### src/itrt_pkg.sv
// Shared types and constants for the integer to radix text converter.
// Used by the converter top level and by its port checker.
// No dependencies.
package itrt_pkg;

    // Widest radix the alphabet may hold, and the width of the input value.
    localparam int MAX_RADIX  = 16;
    localparam int VALUE_BITS = 32;

    // Division unit: quotient bits resolved per cycle and cycles per digit.
    localparam int DIV_STEPS  = 4;
    localparam int DIV_CYCLES = VALUE_BITS / DIV_STEPS;
    localparam int STEP_W     = $clog2(DIV_CYCLES);

    // Digit buffer: one entry per possible digit (radix two gives the most).
    localparam int DIGIT_DEPTH = VALUE_BITS;
    localparam int DIGIT_IDX_W = $clog2(DIGIT_DEPTH);
    localparam int DIGIT_CNT_W = $clog2(DIGIT_DEPTH + 1);
    localparam int ALPHA_IDX_W = $clog2(MAX_RADIX);

    // Field widths.
    localparam int CHAR_W  = 8;
    localparam int LEN_W   = 5;
    localparam int WORD_W  = 64;
    localparam int INDEX_W = 2;

    // Configuration register indexes.
    typedef enum logic [INDEX_W-1:0] {
        REG_BASE_LEN    = 2'd0,
        REG_DIGITS_LOW  = 2'd1,
        REG_DIGITS_HIGH = 2'd2
    } cfg_index_t;

    // Reset values of the configuration registers: decimal alphabet.
    localparam logic [LEN_W-1:0]  BASE_LEN_RST    = 5'd10;
    localparam logic [WORD_W-1:0] DIGITS_LOW_RST  = 64'h3736_3534_3332_3130;
    localparam logic [WORD_W-1:0] DIGITS_HIGH_RST = 64'h0000_0000_0000_3938;

    // Character codes.
    localparam logic [CHAR_W-1:0] CHAR_MINUS = 8'h2D;
    localparam logic [CHAR_W-1:0] CHAR_PLUS  = 8'h2B;
    localparam logic [CHAR_W-1:0] CHAR_ZERO  = 8'h30;
    localparam logic [CHAR_W-1:0] CHAR_NUL   = 8'h00;

    // Smallest usable radix.
    localparam logic [LEN_W-1:0] MIN_RADIX = 5'd2;

endpackage

### src/integer_to_radix_text.sv
// Integer to radix text converter: top level with sequencer and shared divider.
// Depends on itrt_pkg.
//
// Converts a signed 32-bit value to text in the radix set by base_len, using the
// configured alphabet, and delivers one character per output transfer, most
// significant first, with a leading '-' for negative values and last_char on the
// final character. A zero value gives '0'; an invalid alphabet gives one result
// with bad_base set. One value is handled at a time and value_ready is low until
// its last character has been loaded into the output register. Each value passes
// an alphabet check, one character against every later one per cycle, then, for a
// valid nonzero value, the shared compare-subtract divider, which resolves 4
// quotient bits a cycle and stores one digit at a time, then the output, one
// character per cycle while the output is not stalled.
module integer_to_radix_text
    import itrt_pkg::*;
(
    input  logic                     clk,
    input  logic                     rst_n,
    // Configuration writes
    input  logic                     cfg_write,
    input  logic [INDEX_W-1:0]       cfg_index,
    input  logic [WORD_W-1:0]        cfg_data,
    // Input value channel
    input  logic                     value_valid,
    output logic                     value_ready,
    input  logic signed [VALUE_BITS-1:0] value,
    // Output text channel
    output logic                     text_valid,
    input  logic                     text_ready,
    output logic [CHAR_W-1:0]        text_char,
    output logic                     last_char,
    output logic                     bad_base
);

    typedef enum logic [2:0] {
        S_IDLE,
        S_CHECK,
        S_DIV,
        S_SIGN,
        S_DIGITS,
        S_ONE
    } state_t;

    state_t                   state_reg, state_next;
    logic [LEN_W-1:0]         base_len_reg, base_len_next;
    logic [WORD_W-1:0]        digits_low_reg, digits_low_next;
    logic [WORD_W-1:0]        digits_high_reg, digits_high_next;
    logic                     neg_reg, neg_next;
    logic                     zero_reg, zero_next;
    logic                     err_reg, err_next;
    logic [VALUE_BITS-1:0]    mag_reg, mag_next;
    logic [ALPHA_IDX_W-1:0]   rem_reg, rem_next;
    logic [STEP_W-1:0]        step_reg, step_next;
    logic [ALPHA_IDX_W-1:0]   chk_idx_reg, chk_idx_next;
    logic [DIGIT_CNT_W-1:0]   nd_reg, nd_next;
    logic                     text_valid_reg, text_valid_next;
    logic [CHAR_W-1:0]        text_char_reg, text_char_next;
    logic                     last_char_reg, last_char_next;
    logic                     bad_base_reg, bad_base_next;

    // Digit buffer, filled least significant digit first.
    logic [ALPHA_IDX_W-1:0]   digit_mem [DIGIT_DEPTH];
    logic                     digit_we;
    logic [DIGIT_IDX_W-1:0]   digit_waddr;
    logic [ALPHA_IDX_W-1:0]   digit_wdata;
    logic [DIGIT_IDX_W-1:0]   digit_raddr;
    logic [ALPHA_IDX_W-1:0]   digit_rd_reg;

    logic [2*WORD_W-1:0]      alphabet;
    logic                     out_free;
    logic [VALUE_BITS-1:0]    value_u;
    logic [CHAR_W-1:0]        chk_char;
    logic                     chk_bad;
    logic [ALPHA_IDX_W-1:0]   div_rem;
    logic [VALUE_BITS-1:0]    div_quot;
    logic [ALPHA_IDX_W-1:0]   last_idx;

    assign alphabet    = {digits_high_reg, digits_low_reg};
    assign out_free    = !text_valid_reg || text_ready;
    assign value_u     = VALUE_BITS'(value);
    assign last_idx    = ALPHA_IDX_W'(base_len_reg - 5'd1);
    // The buffer read is registered, so it follows the digit count of the next cycle.
    assign digit_raddr = DIGIT_IDX_W'(nd_next - DIGIT_CNT_W'(1));

    assign value_ready = (state_reg == S_IDLE);
    assign text_valid  = text_valid_reg;
    assign text_char   = text_char_reg;
    assign last_char   = last_char_reg;
    assign bad_base    = bad_base_reg;

    // Alphabet check: the current character against the forbidden codes
    // and against every later character inside the radix.
    always_comb
    begin
        chk_char = alphabet[CHAR_W*chk_idx_reg +: CHAR_W];
        chk_bad  = (chk_char == CHAR_NUL) || (chk_char == CHAR_PLUS)
                   || (chk_char == CHAR_MINUS);
        for (int j = 0; j < MAX_RADIX; j++)
        begin
            if ((LEN_W'(j) > LEN_W'(chk_idx_reg)) && (LEN_W'(j) < base_len_reg)
                && (alphabet[CHAR_W*j +: CHAR_W] == chk_char))
            begin
                chk_bad = 1'b1;
            end
        end
    end

    // Shared divider: restoring compare-subtract, several quotient bits a cycle.
    always_comb
    begin
        logic [LEN_W-1:0] trial;
        trial    = '0;
        div_rem  = rem_reg;
        div_quot = mag_reg;
        for (int k = 0; k < DIV_STEPS; k++)
        begin
            trial    = {div_rem, div_quot[VALUE_BITS-1]};
            div_quot = {div_quot[VALUE_BITS-2:0], 1'b0};
            if (trial >= base_len_reg)
            begin
                div_rem     = ALPHA_IDX_W'(trial - base_len_reg);
                div_quot[0] = 1'b1;
            end
            else
            begin
                div_rem = trial[ALPHA_IDX_W-1:0];
            end
        end
    end

    // Sequencer and output register next state.
    always_comb
    begin
        state_next       = state_reg;
        base_len_next    = base_len_reg;
        digits_low_next  = digits_low_reg;
        digits_high_next = digits_high_reg;
        neg_next         = neg_reg;
        zero_next        = zero_reg;
        err_next         = err_reg;
        mag_next         = mag_reg;
        rem_next         = rem_reg;
        step_next        = step_reg;
        chk_idx_next     = chk_idx_reg;
        nd_next          = nd_reg;
        text_valid_next  = text_valid_reg && !text_ready;
        text_char_next   = text_char_reg;
        last_char_next   = last_char_reg;
        bad_base_next    = bad_base_reg;
        digit_we         = 1'b0;
        digit_waddr      = nd_reg[DIGIT_IDX_W-1:0];
        digit_wdata      = div_rem;

        // Configuration writes; indexes outside the list are ignored.
        if (cfg_write)
        begin
            case (cfg_index)
                REG_BASE_LEN:    base_len_next    = cfg_data[LEN_W-1:0];
                REG_DIGITS_LOW:  digits_low_next  = cfg_data;
                REG_DIGITS_HIGH: digits_high_next = cfg_data;
                default:         ;
            endcase
        end

        case (state_reg)
            S_IDLE:
            begin
                if (value_valid)
                begin
                    neg_next     = value_u[VALUE_BITS-1];
                    mag_next     = value_u[VALUE_BITS-1] ? (VALUE_BITS'(0) - value_u)
                                                         : value_u;
                    zero_next    = (value_u == '0);
                    err_next     = 1'b0;
                    rem_next     = '0;
                    step_next    = '0;
                    chk_idx_next = '0;
                    nd_next      = '0;
                    state_next   = S_CHECK;
                end
            end
            S_CHECK:
            begin
                if ((base_len_reg < MIN_RADIX) || (base_len_reg > LEN_W'(MAX_RADIX))
                    || chk_bad)
                begin
                    err_next   = 1'b1;
                    state_next = S_ONE;
                end
                else if (chk_idx_reg == last_idx)
                begin
                    state_next = zero_reg ? S_ONE : S_DIV;
                end
                else
                begin
                    chk_idx_next = chk_idx_reg + ALPHA_IDX_W'(1);
                end
            end
            S_DIV:
            begin
                mag_next  = div_quot;
                rem_next  = div_rem;
                step_next = step_reg + STEP_W'(1);
                if (step_reg == STEP_W'(DIV_CYCLES - 1))
                begin
                    // Digit complete: store the remainder, go on with the quotient.
                    digit_we = 1'b1;
                    nd_next  = nd_reg + DIGIT_CNT_W'(1);
                    rem_next = '0;
                    if (div_quot == '0)
                    begin
                        state_next = neg_reg ? S_SIGN : S_DIGITS;
                    end
                end
            end
            S_SIGN:
            begin
                if (out_free)
                begin
                    text_valid_next = 1'b1;
                    text_char_next  = CHAR_MINUS;
                    last_char_next  = 1'b0;
                    bad_base_next   = 1'b0;
                    state_next      = S_DIGITS;
                end
            end
            S_DIGITS:
            begin
                if (out_free)
                begin
                    text_valid_next = 1'b1;
                    text_char_next  = alphabet[CHAR_W*digit_rd_reg +: CHAR_W];
                    last_char_next  = (nd_reg == DIGIT_CNT_W'(1));
                    bad_base_next   = 1'b0;
                    nd_next         = nd_reg - DIGIT_CNT_W'(1);
                    if (nd_reg == DIGIT_CNT_W'(1))
                    begin
                        state_next = S_IDLE;
                    end
                end
            end
            S_ONE:
            begin
                // Single result: either the error result or the zero text.
                if (out_free)
                begin
                    text_valid_next = 1'b1;
                    text_char_next  = err_reg ? CHAR_NUL : CHAR_ZERO;
                    last_char_next  = 1'b1;
                    bad_base_next   = err_reg;
                    state_next      = S_IDLE;
                end
            end
            default:
            begin
                state_next = S_IDLE;
            end
        endcase
    end

    // State, configuration and output registers.
    always_ff @(posedge clk or negedge rst_n)
    begin
        if (!rst_n)
        begin
            state_reg       <= S_IDLE;
            base_len_reg    <= BASE_LEN_RST;
            digits_low_reg  <= DIGITS_LOW_RST;
            digits_high_reg <= DIGITS_HIGH_RST;
            neg_reg         <= 1'b0;
            zero_reg        <= 1'b0;
            err_reg         <= 1'b0;
            step_reg        <= '0;
            chk_idx_reg     <= '0;
            nd_reg          <= '0;
            text_valid_reg  <= 1'b0;
        end
        else
        begin
            state_reg       <= state_next;
            base_len_reg    <= base_len_next;
            digits_low_reg  <= digits_low_next;
            digits_high_reg <= digits_high_next;
            neg_reg         <= neg_next;
            zero_reg        <= zero_next;
            err_reg         <= err_next;
            step_reg        <= step_next;
            chk_idx_reg     <= chk_idx_next;
            nd_reg          <= nd_next;
            text_valid_reg  <= text_valid_next;
        end
    end

    // Datapath registers without reset.
    always_ff @(posedge clk)
    begin
        mag_reg       <= mag_next;
        rem_reg       <= rem_next;
        text_char_reg <= text_char_next;
        last_char_reg <= last_char_next;
        bad_base_reg  <= bad_base_next;
    end

    // Digit buffer: write port, and a registered read of the top stored digit.
    // A digit written in this cycle is the one read next, so it is passed through.
    always_ff @(posedge clk)
    begin
        if (digit_we)
        begin
            digit_mem[digit_waddr] <= digit_wdata;
            digit_rd_reg           <= digit_wdata;
        end
        else
        begin
            digit_rd_reg <= digit_mem[digit_raddr];
        end
    end

endmodule

### config.mk
export PLATFORM = sky130hd
export DESIGN_NAME = integer_to_radix_text
export DESIGN_NICKNAME = d
export VERILOG_FILES = /design/src/itrt_pkg.sv /design/src/integer_to_radix_text.sv
export SDC_FILE = /design/constraint.sdc
export NUM_CORES = 1
export LEC_CHECK = 0
export BUFFER_PORTS_ARGS = -buffer_cell sky130_fd_sc_hd__clkbuf_2
export CORE_MARGIN = 2
export CORE_UTILIZATION = 69
export CTS_BUF_LIST = sky130_fd_sc_hd__clkbuf_8
export DETAILED_ROUTE_END_ITERATION = 8
export GPL_TIMING_DRIVEN = 0
export MAX_ROUTING_LAYER = met4
export PLACE_DENSITY = 0.95
export SLEW_MARGIN = 20
export SYNTH_ARGS = -nofsm -noshare
export SYNTH_HDL_FRONTEND = slang
export SYNTH_SLANG_ARGS = --single-unit
export TNS_END_PERCENT = 50
### constraint.sdc
create_clock -name clk -period 12.42 [get_ports clk]
set_input_delay 2.484 -clock clk [delete_from_list [all_inputs] [get_ports clk]]
set_output_delay 2.484 -clock clk [all_outputs]
set_load 0.01 [all_outputs]
**Word-level counts from Yosys, hierarchy flattened**

Memories as Yosys holds them, arrays and structs flattened. A register that Yosys moved wholly into a read port is not among the register bits.
Cells that the tools add are included.

- Bits in registers: 199
- Bits in writable memories: 128
- Input bits: 103
- Word-level logic and storage cells: 234
- Memories: 1

Memory list:

| name | depth | width | read ports | clocked after memory_dff | write ports | RTL line | source |
|---|---|---|---|---|---|---|---|
| digit_mem | 32 | 4 | 1 | 1 | 1 | integer_to_radix_text.sv:62 | `logic [ALPHA_IDX_W-1:0] digit_mem [DIGIT_DEPTH];` |

- $add $sub $neg: 11
- $lt $le $gt $ge: 36
- Equality and inequality tests: 39
- Shift-type cells: 2
- Mux-type cells: 70
- Reductions and logical operators: 59

Operators with widths:

| kind | number |
|---|---|
| $shiftx 128x8->8 | 2 |
| $eq 8x8->1 | 15 |
| $logic_not 32->1 | 2 |
| $mux 32 | 2 |
| $pmux 32 s2 | 1 |
| $lt 4x5->1 const A | 8 |
| $mux 3 | 12 |
| $gt 4x4->1 const A | 8 |
| $mux 4 | 8 |
| $sub 1x32->32 const A | 1 |
| $logic_and 1x1->1 | 31 |
| $mux 1 | 31 |
| $mux 6 | 4 |
| $mux 8 | 3 |
| $pmux 8 s3 | 1 |
| $ge 5x5->1 | 4 |
| $lt 3x5->1 const A | 4 |
| $ne 2x2->1 const B | 10 |
| $pmux 3 s6 | 1 |
| $pmux 6 s3 | 1 |
| $eq 8x6->1 const B | 2 |
| $gt 3x4->1 const A | 4 |
| $pmux 4 s2 | 2 |
| $sub 4x4->4 | 4 |
| other kinds (37) | 56 |

**Depth between registers and ports, before layout**

- Depth in word-level cells: 22
- Gate-level depth with buffers: 43
- Mapped depth without buffers: 39

**Least setup slack after synthesis**

Ideal clock, no wire load.

- Kind: reg2reg
- Start: reg base_len_reg[1]
- End: reg rem_reg[0], data pin
- Setup time: 160 ps
- Arrival: 7,666 ps
- Slack: 4,594 ps
- Cell stages (with the launch flop): 37
- Buffers on the path: 4
- Period minus slack after synthesis: 7,826 ps
- Cell sequence: dfstp_2 > inv_1 > ha_1 > nor2b_1 > o21ai_0 > nand3b_1 > a21o_1 > a21o_1 > clkbuf_1 > o21ai_0 > inv_1 > ha_1 > nor2b_1 > o21ai_0 > nand3b_1 > a21o_1 > a21o_1 > clkbuf_1 > o21ai_0 > inv_1 > ha_1 > a21o_1 > a21oi_1 > a21boi_0 > o21ai_0 > nand2b_1 > clkbuf_1 > a21oi_1 > ha_1 > nor2b_1 > o21ai_0 > a31oi_1 > o21ai_0 > nand2b_1 > clkbuf_1 > a21oi_1 > nor3b_1

- Longest elaborated chain between the ends: 10

Ends and longest elaborated chain:

| item | RTL line | source |
|---|---|---|
| from (decl) | integer_to_radix_text.sv:45 | `logic [LEN_W-1:0] base_len_reg, base_len_next;` |
| from (signal assigned) | integer_to_radix_text.sv:281 | `base_len_reg <= base_len_next;` |
| $sub 4x4->4 / $ge 5x5->1 (equally long branches) | integer_to_radix_text.sv:121, integer_to_radix_text.sv:119 |  |
| $mux 4 | integer_to_radix_text.sv:119 | `if (trial >= base_len_reg)` |
| $sub 4x4->4 / $ge 5x5->1 (equally long branches) | integer_to_radix_text.sv:121, integer_to_radix_text.sv:119 |  |
| $mux 4 | integer_to_radix_text.sv:119 |  |
| $sub 4x4->4 / $ge 5x5->1 (equally long branches) | integer_to_radix_text.sv:121, integer_to_radix_text.sv:119 |  |
| $mux 4 | integer_to_radix_text.sv:119 |  |
| $ge 5x5->1 (*) | integer_to_radix_text.sv:119 |  |
| $mux 4 (*) | integer_to_radix_text.sv:119 |  |
| named net digit_wdata[0] | integer_to_radix_text.sv:65 | `logic [ALPHA_IDX_W-1:0] digit_wdata;` |
| $mux 4 (*) | integer_to_radix_text.sv:204 | `if (step_reg == STEP_W'(DIV_CYCLES - 1))` |
| $pmux 4 s2 (*) | integer_to_radix_text.sv:165 | `case (state_reg)` |
| to (signal assigned) | integer_to_radix_text.sv:298 | `rem_reg <= rem_next;` |
| to (decl) | integer_to_radix_text.sv:52 | `logic [ALPHA_IDX_W-1:0] rem_reg, rem_next;` |

Mark *: on every way through the listed nets, which the timed path passes. The rest lies on a longest branch.
A chain may end at the register's enable or synchronous reset.

**Worst setup path in the final report**

- Start: reg base_len_reg[1]
- End: reg state_reg[0]

- Longest elaborated chain between the ends: 21

Ends and longest elaborated chain:

| item | RTL line | source |
|---|---|---|
| branches (longest 21 deep; another with $ge 5x5->1) | -- |  |
| to (signal assigned) | integer_to_radix_text.sv:280 | `state_reg <= state_next;` |
| to (decl) | integer_to_radix_text.sv:44 | `state_t state_reg, state_next;` |

Parallel ways; which one is timed is not known.

==> run summary <==
Status: complete, no violations
Fraction of layout cells with a size suffix above 1: 27.9%
Hold_buf cts: 0
1st-iter DRT viols: 2254
CTS Sinks: 332
CP endpoint kind: flop
CP Launch Type: flop
Flip-flop and latch count after synthesis: 332
Post-cts sizing count: 0
Die area: 29200 um^2
Vias: 15000
Clock Latency Late Sink: 0.64 ns
Global-route usage over all layers: 44.2%
Layout net count: 1871
Clock slew at reported path FFs: 0.06 ns
Max incr delay on CP: 0.68 ns
Final WS setup: 2.97 ns
CP arrival: 10.00 ns
Yosys top cell area share: 27.2%
Syn Nets: 1701
Vias/cell: 6.94
Largest net degree at the start of global routing: 78
CP max FO: 11
Max Slew Vio Count: 0
YS warnings: 0
Layout Cells excl Fill: 2155
Die height: 171 um
Utilization after layout: 77.7%
F_max: 106 MHz
Register Area: 9200 um^2
Count of final setup violators: 0
Post-synth cell types: 83
Post-layout minimum cycle time: 9.45 ns
Synth cell count leaders: edfxtp_1 (174), mux2_2 (143), dfrtp_1 (116)
Vias in the first global route: 15100
Chip width: 171 um
Max reg flops: 128
Worst slew pin tran: 1.12 ns
Max Clock Skew: 0.0411 ns
Pre-CTS WS: 3.22 ns
IO Port Bufs: 114
Max_slew headroom: 25.6%
H-tree levels: 2
GRT Residual Overflow: 0
RSZ-0062 raised after global routing: no
Initial Utilization: 69.6%
DRC violations left: 0
Inst Count DP: 2054
Avg WL per Cell: 28.6 um
Ys async rst share: 46.1%
Mapped Area: 19200 um^2
Synth area leader: edfxtp_1
# fillers: 1600
CP bufs+invs: 7
Clock buffer depth: 3
Mean area per synthesized cell: 12.3 um^2
Hold Path Class: flop to flop
TNS Setup: 0 ns
CTS tree: yes
FP Rows: 61
Final HPWL DP: 43100 um
WS Path Type: flop to flop
Cells after synthesis: 1561
Post-synth EDFFs: 174
Final Hold Fails: 0
Post-synth top flop: edfxtp_1
Synth area leaders: edfxtp_1 (27%), dfrtp_1 (15%), mux2_2 (8.4%)
Core Area: 27600 um^2
GP Congestion: 1.04
Ports: 115
Layout area overhead: 11.5%
Drt pass-1 iters: 7
First-pass GRT wire length: 91800 um
Top Family by Delay on Critical Path: compound AO/OA/AOI/OAI gates
Routed Antenna Nets: 0
Seq/Total Area, Yosys: 48.0%
Initial antenna violation count: 2
Worst path slowest cell: dfstp_2
Setup bufs post-CTS: 0
CTS Buf Count: 53
Root Driver: clkbuf_8
CP required: 12.97 ns
Cell mode on critical path: o21ai_0
Multi-input gate area: 9350 um^2
Max Cap Viol: 0
Final period utilization: 76.1%
WL final: 61600 um
Top-count cell post-synth: edfxtp_1
## tightest hold or removal path, cell delays in order (launching register included)
cell,delay (ns)
edfxtp_1,0.34
nand2_1,0.05
o21ai_0,0.06
## path summary, 6_finish.rpt
| path | start | endpoint | slack, ns | cells past startpoint |
|---|---|---|---|---|
| setup / recovery | base_len_reg[1] | state_reg[0] | 2.97 | 39 |
| hold / removal | mag_reg[13] | mag_reg[17] | 0.55 | 2 |
| setup reg to reg | base_len_reg[1] | state_reg[0] | 2.97 | 39 |
| hold reg to reg | mag_reg[13] | mag_reg[17] | 0.55 | 2 |
| max in group asynchronous | rst_n | digits_low_reg[34] | 9.68 | 2 |
| min in group asynchronous | rst_n | digits_high_reg[15] | 1.86 | 1 |
## through the flow
step | instance area, um^2 | hold slack [ns]
global placement | 20200 | 0.488
floorplan | 19200 | 0.441
global route | 21400 | 0.559
detailed placement | 20300 | 0.503
finish | 21400 | 0.553
CTS | 21400 | 0.547
## kinds of logic after synthesis
family | share of synthesized area, %
multiplexers | 20.9
AO/OA/AOI/OAI | 8.38
adder cells (fa/ha/maj) | 2.57
buffers and inverters | 3.47
XOR/XNOR | 7.35
flip-flops | 48.0
AND/OR/NAND/NOR | 9.41
## area by class of cell
| cell class | instances | area share [%] |
|---|---|---|
| Multi-Input combinational cell | 1100 | 43.7 |
| Sequential cell | 332 | 43.0 |
| Tap cell | 378 | 2.21 |
| Clock inverter | 37 | 1.12 |
| Timing Repair Buffer | 115 | 2.84 |
| Antenna cell | 2 | 0.0234 |
| Clock buffer | 62 | 3.99 |
| Inverter | 33 | 0.579 |
| Buffer | 96 | 2.53 |
## placed cells by master, fill, tap and decap left out, types with 78 or more instances in the layout
cell type,count
dfrtp_1,116
o21ai_0,89
edfxtp_1,174
nor2_1,78
clkbuf_2,113
mux2_2,143
mux2i_1,89
xnor2_1,82
nand2_1,108
xor2_1,79
## per-layer routing
metal	vias up	routed length, um	GRT usage, %
li1	6191	-	-
met1	7192	21500	51.3
met2	1203	29200	70.9
met3	376	6000	9.18
met4	0	4870	27.8
met5	-	0	-
Power is not shown: default switching activity piles up to over one toggle a cycle in this logic, so the estimate is an artifact.
